## src/rtl/core/uia_pkg.sv

```systemverilog
package uia_pkg;

  // Widths of the transaction fields, fixed by the interface.
  localparam int unsigned FieldWidth   = 32;
  localparam int unsigned ModeWidth    = 3;

  // Default operating width of the arithmetic.
  localparam int unsigned DefaultWidth = 32;

  // Operation codes carried by the mode field.
  typedef enum logic [ModeWidth-1:0] {
    OpAdd = 3'd0,
    OpSub = 3'd1,
    OpMul = 3'd2,
    OpQuo = 3'd3,
    OpRem = 3'd4,
    OpEq  = 3'd5
  } op_e;

endpackage

```

## src/rtl/core/unsigned_integer_alu.sv

```systemverilog
// Unsigned integer ALU: add (carry dropped), subtract clamped at zero,
// multiply (low WIDTH bits), floor quotient, remainder and equality on
// WIDTH-bit operands cut from 32-bit ports. One transaction is worked on at
// a time through a single shared WIDTH+1 bit adder/subtractor: add, subtract
// and equality use it directly, while multiply, quotient and remainder run
// the one-bit-per-cycle shift-add and restoring shift-subtract loops through
// it, one step per operand bit. A zero divisor skips the loop. A new
// transaction is taken as soon as the sequencer is idle, even while the
// last result still waits on the output register.
module unsigned_integer_alu #(
  parameter int unsigned WIDTH = uia_pkg::DefaultWidth
) (
  input  logic                                clk_i,
  input  logic                                rst_ni,
  input  logic                                in_valid_i,
  output logic                                in_stall_o,
  input  logic [uia_pkg::ModeWidth-1:0]       mode_i,
  input  logic [uia_pkg::FieldWidth-1:0]      operand_a_i,
  input  logic [uia_pkg::FieldWidth-1:0]      operand_b_i,
  output logic                                out_valid_o,
  input  logic                                out_stall_i,
  output logic [uia_pkg::FieldWidth-1:0]      result_o,
  output logic                                divide_by_zero_o
);

  import uia_pkg::*;

  localparam int unsigned W    = WIDTH;
  localparam int unsigned MinW = (W < FieldWidth) ? W : FieldWidth;
  localparam int unsigned CntW = $clog2(W + 1);

  typedef enum logic [2:0] {
    StIdle = 3'b001,
    StRun  = 3'b010,
    StDone = 3'b100
  } state_e;

  state_e state_q, state_d;

  logic [CntW-1:0] cnt_q, cnt_d;
  logic [W-1:0]    a_q, a_d;
  logic [W-1:0]    b_q, b_d;
  logic [W-1:0]    acc_q, acc_d;
  op_e             op_q;
  logic            dz_q;

  logic                  out_valid_q, out_valid_d;
  logic [FieldWidth-1:0] out_result_q;
  logic                  out_dz_q;

  logic [W-1:0] opa, opb;
  logic         accept, out_free, load_out;
  logic         long_op, in_dz;

  logic [W:0]   unit_x, unit_y, unit_sum;
  logic         unit_sub, unit_carry;

  logic [W-1:0]          final_r;
  logic [FieldWidth-1:0] final_r32;

  // Cut the operands to the working width, or zero extend them.
  always_comb begin
    opa = '0;
    opb = '0;
    opa[MinW-1:0] = operand_a_i[MinW-1:0];
    opb[MinW-1:0] = operand_b_i[MinW-1:0];
  end

  assign in_stall_o = (state_q != StIdle);
  assign accept     = in_valid_i && !in_stall_o;
  assign out_free   = !out_valid_q || !out_stall_i;
  assign load_out   = (state_q == StDone) && out_free;

  // Quotient and remainder by zero never enter the loop.
  assign in_dz   = ((mode_i == OpQuo) || (mode_i == OpRem)) && (opb == '0);
  assign long_op = ((mode_i == OpMul) || (mode_i == OpQuo) || (mode_i == OpRem)) && !in_dz;

  // The shared adder/subtractor.
  uia_addsub #(
    .Width(W + 1)
  ) u_addsub (
    .x_i    (unit_x),
    .y_i    (unit_y),
    .sub_i  (unit_sub),
    .sum_o  (unit_sum),
    .carry_o(unit_carry)
  );

  // One step of the selected operation per cycle in the run state.
  always_comb begin
    a_d      = a_q;
    b_d      = b_q;
    acc_d    = acc_q;
    unit_x   = {1'b0, a_q};
    unit_y   = {1'b0, b_q};
    unit_sub = 1'b0;
    case (op_q)
      OpAdd: begin
        acc_d = unit_sum[W-1:0];
      end
      OpSub: begin
        unit_sub = 1'b1;
        acc_d    = unit_carry ? unit_sum[W-1:0] : '0;
      end
      OpEq: begin
        unit_sub = 1'b1;
        acc_d    = (unit_sum == '0) ? W'(1) : '0;
      end
      OpMul: begin
        unit_x = {1'b0, acc_q};
        unit_y = {1'b0, a_q};
        if (b_q[0]) begin
          acc_d = unit_sum[W-1:0];
        end
        a_d = {a_q[W-2:0], 1'b0};
        b_d = {1'b0, b_q[W-1:1]};
      end
      OpQuo, OpRem: begin
        // Restoring division: shift the next dividend bit into the partial
        // remainder and subtract the divisor where it fits.
        unit_x   = {acc_q, a_q[W-1]};
        unit_y   = {1'b0, b_q};
        unit_sub = 1'b1;
        if (!dz_q) begin
          if (unit_carry) begin
            acc_d = unit_sum[W-1:0];
            a_d   = {a_q[W-2:0], 1'b1};
          end else begin
            acc_d = unit_x[W-1:0];
            a_d   = {a_q[W-2:0], 1'b0};
          end
        end
      end
      default: begin
        acc_d = '0;
      end
    endcase
  end

  // Sequencer.
  always_comb begin
    state_d = state_q;
    cnt_d   = cnt_q;
    case (state_q)
      StIdle: begin
        if (accept) begin
          state_d = StRun;
          cnt_d   = long_op ? CntW'(W) : CntW'(1);
        end
      end
      StRun: begin
        cnt_d = cnt_q - CntW'(1);
        if (cnt_q == CntW'(1)) begin
          state_d = StDone;
        end
      end
      StDone: begin
        if (out_free) begin
          state_d = StIdle;
        end
      end
      default: begin
        state_d = StIdle;
      end
    endcase
  end

  // Pick the finished result out of the working registers.
  always_comb begin
    case (op_q)
      OpAdd, OpSub, OpEq, OpMul: final_r = acc_q;
      OpQuo:                     final_r = dz_q ? '1 : a_q;
      OpRem:                     final_r = dz_q ? a_q : acc_q;
      default:                   final_r = '0;
    endcase
    final_r32 = '0;
    final_r32[MinW-1:0] = final_r[MinW-1:0];
  end

  // The output register holds a transaction until the far side takes it.
  always_comb begin
    out_valid_d = out_valid_q && out_stall_i;
    if (load_out) begin
      out_valid_d = 1'b1;
    end
  end

  // Control state.
  always_ff @(posedge clk_i or negedge rst_ni) begin
    if (!rst_ni) begin
      state_q     <= StIdle;
      cnt_q       <= '0;
      out_valid_q <= 1'b0;
    end else begin
      state_q     <= state_d;
      cnt_q       <= cnt_d;
      out_valid_q <= out_valid_d;
    end
  end

  // Working registers and output payload.
  always_ff @(posedge clk_i) begin
    if (accept) begin
      op_q  <= op_e'(mode_i);
      dz_q  <= in_dz;
      a_q   <= opa;
      b_q   <= opb;
      acc_q <= '0;
    end else if (state_q == StRun) begin
      a_q   <= a_d;
      b_q   <= b_d;
      acc_q <= acc_d;
    end
    if (load_out) begin
      out_result_q <= final_r32;
      out_dz_q     <= dz_q;
    end
  end

  assign out_valid_o      = out_valid_q;
  assign result_o         = out_result_q;
  assign divide_by_zero_o = out_dz_q;

endmodule

```

## src/rtl/core/uia_addsub.sv

```systemverilog
module uia_addsub #(
  parameter int unsigned Width = 33
) (
  input  logic [Width-1:0] x_i,
  input  logic [Width-1:0] y_i,
  input  logic             sub_i,
  output logic [Width-1:0] sum_o,
  output logic             carry_o
);

  logic [Width-1:0] y_eff;
  logic [Width:0]   total;

  // Subtraction is done as addition of the inverted operand plus one; the
  // carry out is then high when x is not below y.
  assign y_eff = sub_i ? ~y_i : y_i;
  assign total = {1'b0, x_i} + {1'b0, y_eff} + {{Width{1'b0}}, sub_i};

  assign sum_o   = total[Width-1:0];
  assign carry_o = total[Width];

endmodule

```

## config.mk

```make
export PLATFORM = sky130hd
export DESIGN_NAME = unsigned_integer_alu
export DESIGN_NICKNAME = d
export VERILOG_FILES = /design/src/rtl/core/uia_pkg.sv /design/src/rtl/core/unsigned_integer_alu.sv /design/src/rtl/core/uia_addsub.sv
export SDC_FILE = /design/constraint.sdc
export NUM_CORES = 1
export LEC_CHECK = 0
export ABC_AREA = 1
export BUFFER_PORTS_ARGS = -buffer_cell sky130_fd_sc_hd__clkbuf_2
export CORE_MARGIN = 1
export CORE_UTILIZATION = 60
export DETAILED_ROUTE_END_ITERATION = 16
export PLACE_DENSITY = 0.8
export SLEW_MARGIN = 20
export SYNTH_ARGS = -nofsm -noshare
export SYNTH_HDL_FRONTEND = slang
export SYNTH_SLANG_ARGS = --single-unit
```

## constraint.sdc

```tcl
create_clock -name clk_i -period 6.6 [get_ports clk_i]
set_input_delay 0.66 -clock clk_i [delete_from_list [all_inputs] [get_ports clk_i]]
set_output_delay 0.66 -clock clk_i [all_outputs]
set_load 0.05 [all_outputs]
```

======== After elaboration in Yosys (flattened, before gate mapping) ========
Cells that the tools add are included.
storage, ports and cells
  register bits after elaboration ......... 143
  latch bits .............................. 0
  memory bits (writable) .................. 0
  ROM bits ................................ 0
  word-level logic and storage cells ...... 90
  memories kept ........................... 0
cells by class
  add/sub/neg operators ................... 3
  multiply operators ...................... 0
  div/mod/pow operators ................... 0
  magnitude comparators ................... 0
  eq/ne operators ......................... 19
  shifts and indexed selects .............. 0
  multiplexer cells ....................... 29
  bitwise logic cells ..................... 1
  reductions and logical operators ........ 28
operators with widths
  cell                                               number
  2-to-1 mux 32 bit                                  13
  case mux 32 bit (5 select lines)                   1
  case mux 32 bit (3 select lines)                   1
  case mux 33 bit (2 select lines)                   1
  case mux 32 bit (2 select lines)                   1
  adder 33 x 33 -> 34 bit                            1
  adder 34 x 1 -> 34 bit                             1
  zero test 33 bit                                   1
  2-to-1 mux 33 bit                                  1
  inverter 32 -> 33 bit                              1
  zero test 32 bit                                   1
  == test 3 x 2 -> 1 bit (second input constant)     5
  == test 3 bit (second input constant)              4
  2-to-1 mux 6 bit                                   2
  case mux 6 bit (2 select lines)                    1
  != test 2 bit (second input constant)              5
  2-to-1 mux 3 bit                                   3
  case mux 3 bit (3 select lines)                    1
  AND reduction 3 bit                                3
  OR reduction 4 bit                                 2
  == test 3 x 1 -> 1 bit (second input constant)     2
  == test 6 x 1 -> 1 bit (second input constant)     1
  nonzero test 2 bit                                 3
  subtractor 6 x 1 -> 6 bit (second input constant)  1
  10 further kinds                                   24

======== Logic depth before layout (Yosys ltp) ========
Gate-level depths: netlist (run 1).
  depth in word-level cells ............... 11
  depth in mapped cells ................... 28
  depth with buffers taken out ............ 27

======== Cells and area by module ========
Synthesis (run 1) repeated with hierarchy kept, for this count alone.
unflattened totals
  cells, all modules ...................... 1,555
  area, all modules ....................... 10,641.5 µm²
modules (own cells, without submodules)
  module                instances  cells each  area an instance (µm²)  seq. area each (µm²)
  unsigned_integer_alu  1          1,057       8,011.4                 3,925.0
  uia_addsub            1          498         2,630.0                 0.0

======== Worst setup path before layout (run 1) ========
No wires, ideal clock.
  kind .................................... reg2reg
  start ................................... register op_q[0]
  end ..................................... register b_q[0], enable pin
  setup time .............................. 0.466 ns
  arrival time ............................ 3.270 ns
  setup slack ............................. 2.864 ns
  cell stages (with the launch flop) ...... 5
  buffers on the path ..................... 1
  cells stage by stage .................... edfxtp_1 > nor2_4 > nand2_4 > clkbuf_1 > o21ai_0
between the ends
  cells in the longest elaborated chain, start to end .. 3
RTL lines
  element                        line                         text
  start: declaration             unsigned_integer_alu.sv:44   op_e op_q;
  start signal: assignment       unsigned_integer_alu.sv:204  op_q <= op_e'(mode_i);
  == test 3 x 2 -> 1 bit         unsigned_integer_alu.sv:97   case (op_q)
  nonzero test 2 bit (no line)   n/a
  AND reduction 2 bit (no line)  n/a
  end signal: assignment         unsigned_integer_alu.sv:207  b_q <= opb;
  end: declaration               unsigned_integer_alu.sv:42   logic [W-1:0] b_q, b_d;
No other way between the ends.
A chain may end at the register's enable or synchronous reset.

======== Final worst setup path (run 1) ========
  start ................................... register op_q[0]
  end ..................................... register acc_q[30]
between the ends
  cells in the longest elaborated chain, start to end .. 9
  elaborated cells on any way between the ends .. 23
RTL lines
  element                                                            line                                          text
  == test 3 bit, or another cell as far along                        unsigned_integer_alu.sv:97
  OR reduction 4 bit (no line) or 2-to-1 mux 32 bit (tied branches)  n/a
  2-to-1 mux 1 bit or inverter 32 -> 33 bit (tied branches)          unsigned_integer_alu.sv:97, uia_addsub.sv:16
  2-to-1 mux 33 bit                                                  uia_addsub.sv:16                              assign y_eff = sub_i ? ~y_i : y_i;
  adder 33 x 33 -> 34 bit                                            uia_addsub.sv:17                              assign total = {1'b0, x_i} + {1'b0, y_eff} + {{Width{1'b0}}, sub_i};
  adder 34 x 1 -> 34 bit                                             uia_addsub.sv:17
  2-to-1 mux 32 bit                                                  unsigned_integer_alu.sv:125                   if (unit_carry) begin
  2-to-1 mux 32 bit                                                  unsigned_integer_alu.sv:124                   if (!dz_q) begin
  case mux 32 bit (5 select lines)                                   unsigned_integer_alu.sv:97
  end signal: assignment                                             unsigned_integer_alu.sv:208                   acc_q <= '0;
  end signal: assignment                                             unsigned_integer_alu.sv:212                   acc_q <= acc_d;
  end: declaration                                                   unsigned_integer_alu.sv:43                    logic [W-1:0] acc_q, acc_d;
Parallel ways exist; a longest one is shown, timed or not. The select of a mux whose other input is x is not followed.

==> flow_metrics.env, run 1 <==
export IMPL_worst_clock_skew_ns=0.0124
export IMPL_highest_layer="met4"
export IMPL_number_of_placed_cells_counting_well_taps=1666
export IMPL_first_pass_grt_wire_length_um=51900
export IMPL_syn_avg_cell_area_um2=7.23
export IMPL_avgViaCountPerCell=6.10
export IMPL_core_area_um2=16100
export IMPL_setup_viol=0
export IMPL_synth_top_cell_by_area="edfxtp_1"
export IMPL_antenna_cells_inserted=0
export IMPL_ys_seq_area_share_pct=39.0
export IMPL_register_to_register_setup_slack_ns=1.11
export IMPL_timing_critical_path_slowest_cell_delay_ns=0.52
export IMPL_timing_worst_slew_pin_value_ns=1.08
export IMPL_setup_worst_path_class="reg2reg"
export IMPL_timing_critical_path_from_type="flip-flop"
export IMPL_worst_skew_pair_later_pin_latency_ns=0.44
export IMPL_antenna_violations_before_repair=0
export IMPL_final_cells=1698
export IMPL_post_cts_gate_resize_count=0
export IMPL_share_of_cells_above_drive_strength_1_pct=12.3
export IMPL_max_cap_violations=0
export IMPL_synth_seq_cells=143
export IMPL_synth_top_cell_area_share_pct=30.1
export IMPL_io_pins=106
export IMPL_reg2reg_depth=23
export IMPL_cp_required_ns=6.96
export IMPL_weighted_congestion_reported_at_the_end_of_routability_driven_placement=1.05
export IMPL_iter_0_drt_violations=1432
export IMPL_crit_chain="nor2_4, nand2_4, buf_4, nand2_1, buf_4, o21ai_0, ha_1, inv_1, o21ai_0, a31oi_1, o21ai_0, a21oi_1, nand2_2, nand2_1, nand2_2, nand2_2, nand2_4, nand2_1, nand3_2, nand3_1, nand2_1, nand2_1, a21oi_1"
export IMPL_route_antenna_remaining_nets=0
export IMPL_clock_sinks=143
export IMPL_port_buffer_count=105
export IMPL_grt_total_usage_pct=38.9
export IMPL_status="finished clean"
export IMPL_timing_final_hold_violations=0
export IMPL_dr_vias=10400
export IMPL_worstReg2RegEnd="acc_q[30]$_SDFFE_PP0P_"
export IMPL_finalWirelength_um=33100
export IMPL_detailed_place_hpwl_um=24100
export IMPL_number_of_buffers_created_by_cts=17
export IMPL_floorplan_die_width_um=132
export IMPL_postSynth_topFlopCell="edfxtp_1"
export IMPL_cts_reportedPaths_clkPinSlew_ns=0.07
export IMPL_r2r_start="op_q[0]$_DFFE_PP_"
export IMPL_cts_hold_buffers=0
export IMPL_die_height_um=132
export IMPL_ctsRootBufferMaster="clkbuf_16"
export IMPL_layout_nets=1574
export IMPL_grt_setup_unrepaired="no"
export IMPL_ctsHtreeMaxLevel=4
export IMPL_number_of_enable_type_register_cells_in_the_synthesized_netlist=101
export IMPL_combined_area_of_the_multi_input_logic_cells_um2=5230
export IMPL_synthCells=1392
export IMPL_fp_dieArea_um2=17300
export IMPL_wp_data_arrival_ns=5.85
export IMPL_path_common_cell="nand2_1"
export IMPL_grt_max_degree=107
export IMPL_final_seq_area_um2=3930
export IMPL_met2RoutedLength_um=14500
export IMPL_synth_area_leaders="edfxtp_1, nand2_1, o21ai_0"
export IMPL_grt_remaining_overflow=0
export IMPL_fillerInstances=1369
export IMPL_achievable_frequency_ghz=0.182
export IMPL_yosys_cell_types_count=49
export IMPL_residual_drc=0
export IMPL_crit_path_end_kind="flip-flop"
export IMPL_mappedNetlistArea_um2=10100
export IMPL_cp_slowest_cell="edfxtp_1"
export IMPL_detailed_place_area_um2=10800
export IMPL_final_setup_tns_ns=0
export IMPL_drv_slew=0
export IMPL_drt_met1_wl_um=13800
export IMPL_synth_nets=1497
export IMPL_detailed_routing_iterations_pass_1=6
export IMPL_period_needed_ns=5.49
export IMPL_postLayoutCellArea_um2=11400
export IMPL_min_delay_path_class="in2async"
export IMPL_finalCritPeriodShare_pct=83.1
export IMPL_first_global_vias=9524
export IMPL_most_instantiated_library_cell_after_synthesis="nand2_1"
export IMPL_crit_fanout=39
export IMPL_synth_top_cells_by_count="nand2_1, o21ai_0, inv_1, edfxtp_1, nor2_1"
export IMPL_synthesis_yosys_warnings=0
export IMPL_wl_per_cell_um=19.5
export IMPL_initial_utilization_pct=62.5
export IMPL_cts_root_to_sink_buffers=2
export IMPL_cts_tree="yes"
export IMPL_placement_rows=46
export IMPL_slew_headroom_pct=27.9
export IMPL_post_cts_repair_setup_buffers=0
export IMPL_area_growth_pct=12.8
export IMPL_routed_wl_met3_um=3880
export IMPL_post_synthesis_async_set_or_reset_flop_share_pct=6.99
[critical path: cells and delay by family (launching register included)]
kind	cells	cell delay, ns
flip-flops	1	0.52
buffers and inverters	3	0.75
AO/OA/AOI/OAI	6	1.26
adder cells (fa/ha/maj)	1	0.38
AND/OR/NAND/NOR	13	2.44
[how the worst max path moves through the flow]
stage / endpoint / cells past startpoint / slack, ns / from
floorplan: b_q[0]$_DFFE_PP_ / 4 / 2.86 / op_q[0]$_DFFE_PP_
CTS: acc_q[30]$_SDFFE_PP0P_ / 24 / 1.31 / op_q[0]$_DFFE_PP_
global route: acc_q[1]$_SDFFE_PP0P_ / 23 / 0.76 / op_q[0]$_DFFE_PP_
detailed placement: acc_q[2]$_SDFFE_PP0P_ / 23 / 1.39 / op_q[0]$_DFFE_PP_
global placement: acc_q[2]$_SDFFE_PP0P_ / 24 / 1.48 / op_q[0]$_DFFE_PP_
finish: acc_q[30]$_SDFFE_PP0P_ / 23 / 1.11 / op_q[0]$_DFFE_PP_
[logic make-up (layout without fill, tap and decap cells)]
kind of cell	count (synthesis)	count (layout)	synth area share, %
flip-flops	143	143	39.0
AND/OR/NAND/NOR	575	575	23.9
XOR/XNOR	46	46	4.00
adder cells (fa/ha/maj)	34	34	4.30
AO/OA/AOI/OAI	346	346	19.4
buffers and inverters	248	338	9.43
[final cells by class]
cell class | count | area share [%]
Clock buffer | 20 | 4.31
Clock inverter | 12 | 0.970
Inverter | 189 | 6.25
Sequential cell | 143 | 34.6
Timing Repair Buffer | 117 | 5.42
Multi-Input combinational cell | 1001 | 46.1
Tap cell | 216 | 2.38
[cell usage in the layout, fill, tap and decap left out, types with 4 or more instances in the layout]
master	instances
nand3_1	58
nor2_1	72
clkbuf_2	105
xnor2_1	9
clkbuf_16	19
o22ai_1	8
o21bai_1	6
nor3_1	9
nor4_1	7
o31ai_1	11
dfxtp_1	32
nand4_1	11
o21ai_0	191
nand2_2	7
a22oi_1	29
buf_4	12
a21oi_1	65
nand3_2	6
nand2_1	389
a31oi_1	7
dfrtp_1	9
xor2_1	37
inv_1	187
o221ai_1	10
ha_1	33
inv_6	4
edfxtp_1	101
clkinv_4	4
[state kept, by name (all words and copies together), names as in the netlist]
register,cells
op_q,3
divide_by_zero_o,1
acc_q,32
out_valid_o,1
b_q,32
result_o,32
cnt_q,6
dz_q,1
a_q,32
state_q,3
[per-stage QoR]
stage	util, %	setup WS, ns	hold WS [ns]
2_1_floorplan	-	2.86	0.364
3_3_place_gp	66.7	1.48	0.452
3_5_place_dp	66.7	1.39	0.460
4_1_cts	70.4	1.31	0.0833
5_1_grt	70.5	0.758	0.0964
6_report	70.5	1.11	0.0808
[layer usage]
layer / GRT usage (%) / vias up
li1: - / 4806
met1: 54.4 / 4828
met2: 58.7 / 639
met3: 9.57 / 81
met4: 13.2 / 0
met5: 0 / -
Power of run 1 is not shown: default switching activity piles up to over one toggle a cycle in this logic, so the estimate is an artifact.
==> run 2, diff against run 1 <==
==> constraint.sdc (replaced) <==
create_clock -name clk_i -period 5.12 [get_ports clk_i]
set_input_delay 0.512 -clock clk_i [delete_from_list [all_inputs] [get_ports clk_i]]
set_output_delay 0.512 -clock clk_i [all_outputs]
set_load 0.05 [all_outputs]
==> flow_metrics.env, run 2 (synthesis results as in run 1) <==
export IMPL_status="finished clean"
export IMPL_timing_final_hold_violations=0
export IMPL_setup_viol=0
export IMPL_ctsRootBufferMaster="clkbuf_16"
export IMPL_port_buffer_count=105
export IMPL_crit_fanout=42
export IMPL_min_delay_path_class="in2reg"
export IMPL_crit_path_end_kind="flip-flop"
export IMPL_avgViaCountPerCell=5.95
export IMPL_antenna_violations_before_repair=0
export IMPL_finalWirelength_um=32000
export IMPL_antenna_cells_inserted=0
export IMPL_wl_per_cell_um=18.8
export IMPL_detailed_place_hpwl_um=23200
export IMPL_layout_nets=1580
export IMPL_timing_critical_path_from_type="flip-flop"
export IMPL_grt_max_degree=111
export IMPL_drv_slew=0
export IMPL_finalCritPeriodShare_pct=92.4
export IMPL_weighted_congestion_reported_at_the_end_of_routability_driven_placement=0.971
export IMPL_fillerInstances=1348
export IMPL_dr_vias=10100
export IMPL_iter_0_drt_violations=1358
export IMPL_route_antenna_remaining_nets=0
export IMPL_placement_rows=46
export IMPL_grt_remaining_overflow=0
export IMPL_cts_reportedPaths_clkPinSlew_ns=0.07
export IMPL_achievable_frequency_ghz=0.211
export IMPL_postLayoutCellArea_um2=11400
export IMPL_detailed_routing_iterations_pass_1=7
export IMPL_grt_setup_unrepaired="no"
export IMPL_register_to_register_setup_slack_ns=0.39
export IMPL_cts_root_to_sink_buffers=2
export IMPL_core_area_um2=16100
export IMPL_period_needed_ns=4.73
export IMPL_worst_skew_pair_later_pin_latency_ns=0.45
export IMPL_clock_sinks=143
export IMPL_number_of_buffers_created_by_cts=17
export IMPL_timing_worst_slew_pin_value_ns=1.07
export IMPL_cts_tree="yes"
export IMPL_io_pins=106
export IMPL_worst_clock_skew_ns=0.0123
export IMPL_first_global_vias=9339
export IMPL_floorplan_die_width_um=132
export IMPL_layout_commonest_cell="nand2_1"
export IMPL_finalHoldWorstSlack_ns=0.270
export IMPL_die_height_um=132
export IMPL_final_setup_tns_ns=0
export IMPL_residual_drc=0
export IMPL_slew_headroom_pct=28.3
export IMPL_setup_worst_path_class="reg2reg"
export IMPL_cp_required_ns=5.48
export IMPL_fp_dieArea_um2=17300
export IMPL_max_cap_violations=0
export IMPL_grt_total_usage_pct=37.3
export IMPL_initial_utilization_pct=62.5
export IMPL_area_growth_pct=13.3
export IMPL_most_frequent_cells_in_the_layout="nand2_1, o21ai_0, inv_1, clkbuf_2, edfxtp_1"
export IMPL_wp_data_arrival_ns=5.09
export IMPL_share_of_cells_above_drive_strength_1_pct=12.6
export IMPL_ctsHtreeMaxLevel=4
export IMPL_first_pass_grt_wire_length_um=49900
export IMPL_detailed_place_area_um2=10800
## run 2: changes by cell type in the layout (fill, tap and decap cells not counted)
cell	delta
buf_12	+1
buf_4	+4
clkbuf_16	-1
clkinv_4	-2
clkinv_8	+1
dlygate4sd3_1	+1
inv_6	-1
inv_8	+3
## run 2: worst paths after layout
check                                      start  depth (start not counted)                      to
setup / recovery               op_q[1]$_DFFE_PP_                         24   acc_q[0]$_SDFFE_PP0P_
hold / removal                         mode_i[1]                          1       op_q[1]$_DFFE_PP_
setup reg to reg               op_q[1]$_DFFE_PP_                         24   acc_q[0]$_SDFFE_PP0P_
hold reg to reg            acc_q[0]$_SDFFE_PP0P_                          2   acc_q[0]$_SDFFE_PP0P_
max in group asynchronous                 rst_ni                          2  state_q[0]$_DFFE_PN1P_
min in group asynchronous                 rst_ni                          2    cnt_q[3]$_DFFE_PN0P_
## run 2: final cells by class
class	count	area [µm²]	share of cell area [%]
Timing Repair Buffer	123	676	5.92
Clock buffer	19	464	4.07
Sequential cell	143	3930	34.4
Multi-Input combinational cell	1001	5230	45.9
Inverter	189	709	6.22
Clock inverter	13	134	1.17
Tap cell	216	270	2.37
## run 2: timing repair
item                      in CTS  in global routing
buffers inserted               0                  0
hold buffers                   1                  0
hold endpoints to repair       9                  0
gates resized for setup        0                  0
## run 2: worst max-delay path: stages, from the launching register on
cell and delay, ns:
edfxtp_1 0.54, nor2_2 0.25, nand2_1 0.13, nand2_4 0.41
a21oi_2 0.15, nand2_1 0.10, nand2_1 0.07, o21ai_0 0.17
fa_1 0.33, nand2_1 0.11, nand2_1 0.12, nand2_1 0.08
o21ai_0 0.55, nand4_1 0.33, nand3_1 0.16, nand2_1 0.10
nand2_1 0.16, nand4_1 0.14, nor2_1 0.17, nand4_1 0.11
nor2_1 0.11, nand2_1 0.08, nand2_1 0.06, nand2_1 0.05
a21oi_1 0.16
## run 2: metrics by stage
stage	util (%)	cells	setup slack, ns
after floorplan	-	1392	1.38
after global placement	67.0	1671	0.729
after detailed placement	67.0	1671	0.650
after CTS	70.8	1704	0.615
after global routing	70.8	1704	0.171
final	70.8	1704	0.390
## run 2: layer usage
metal	track usage, %	wire [µm]
met1	52.3	13500
met2	56.5	14000
met3	8.29	3650
met4	13.0	889
met5	0	0
Power of run 2 is left out for the same reason.
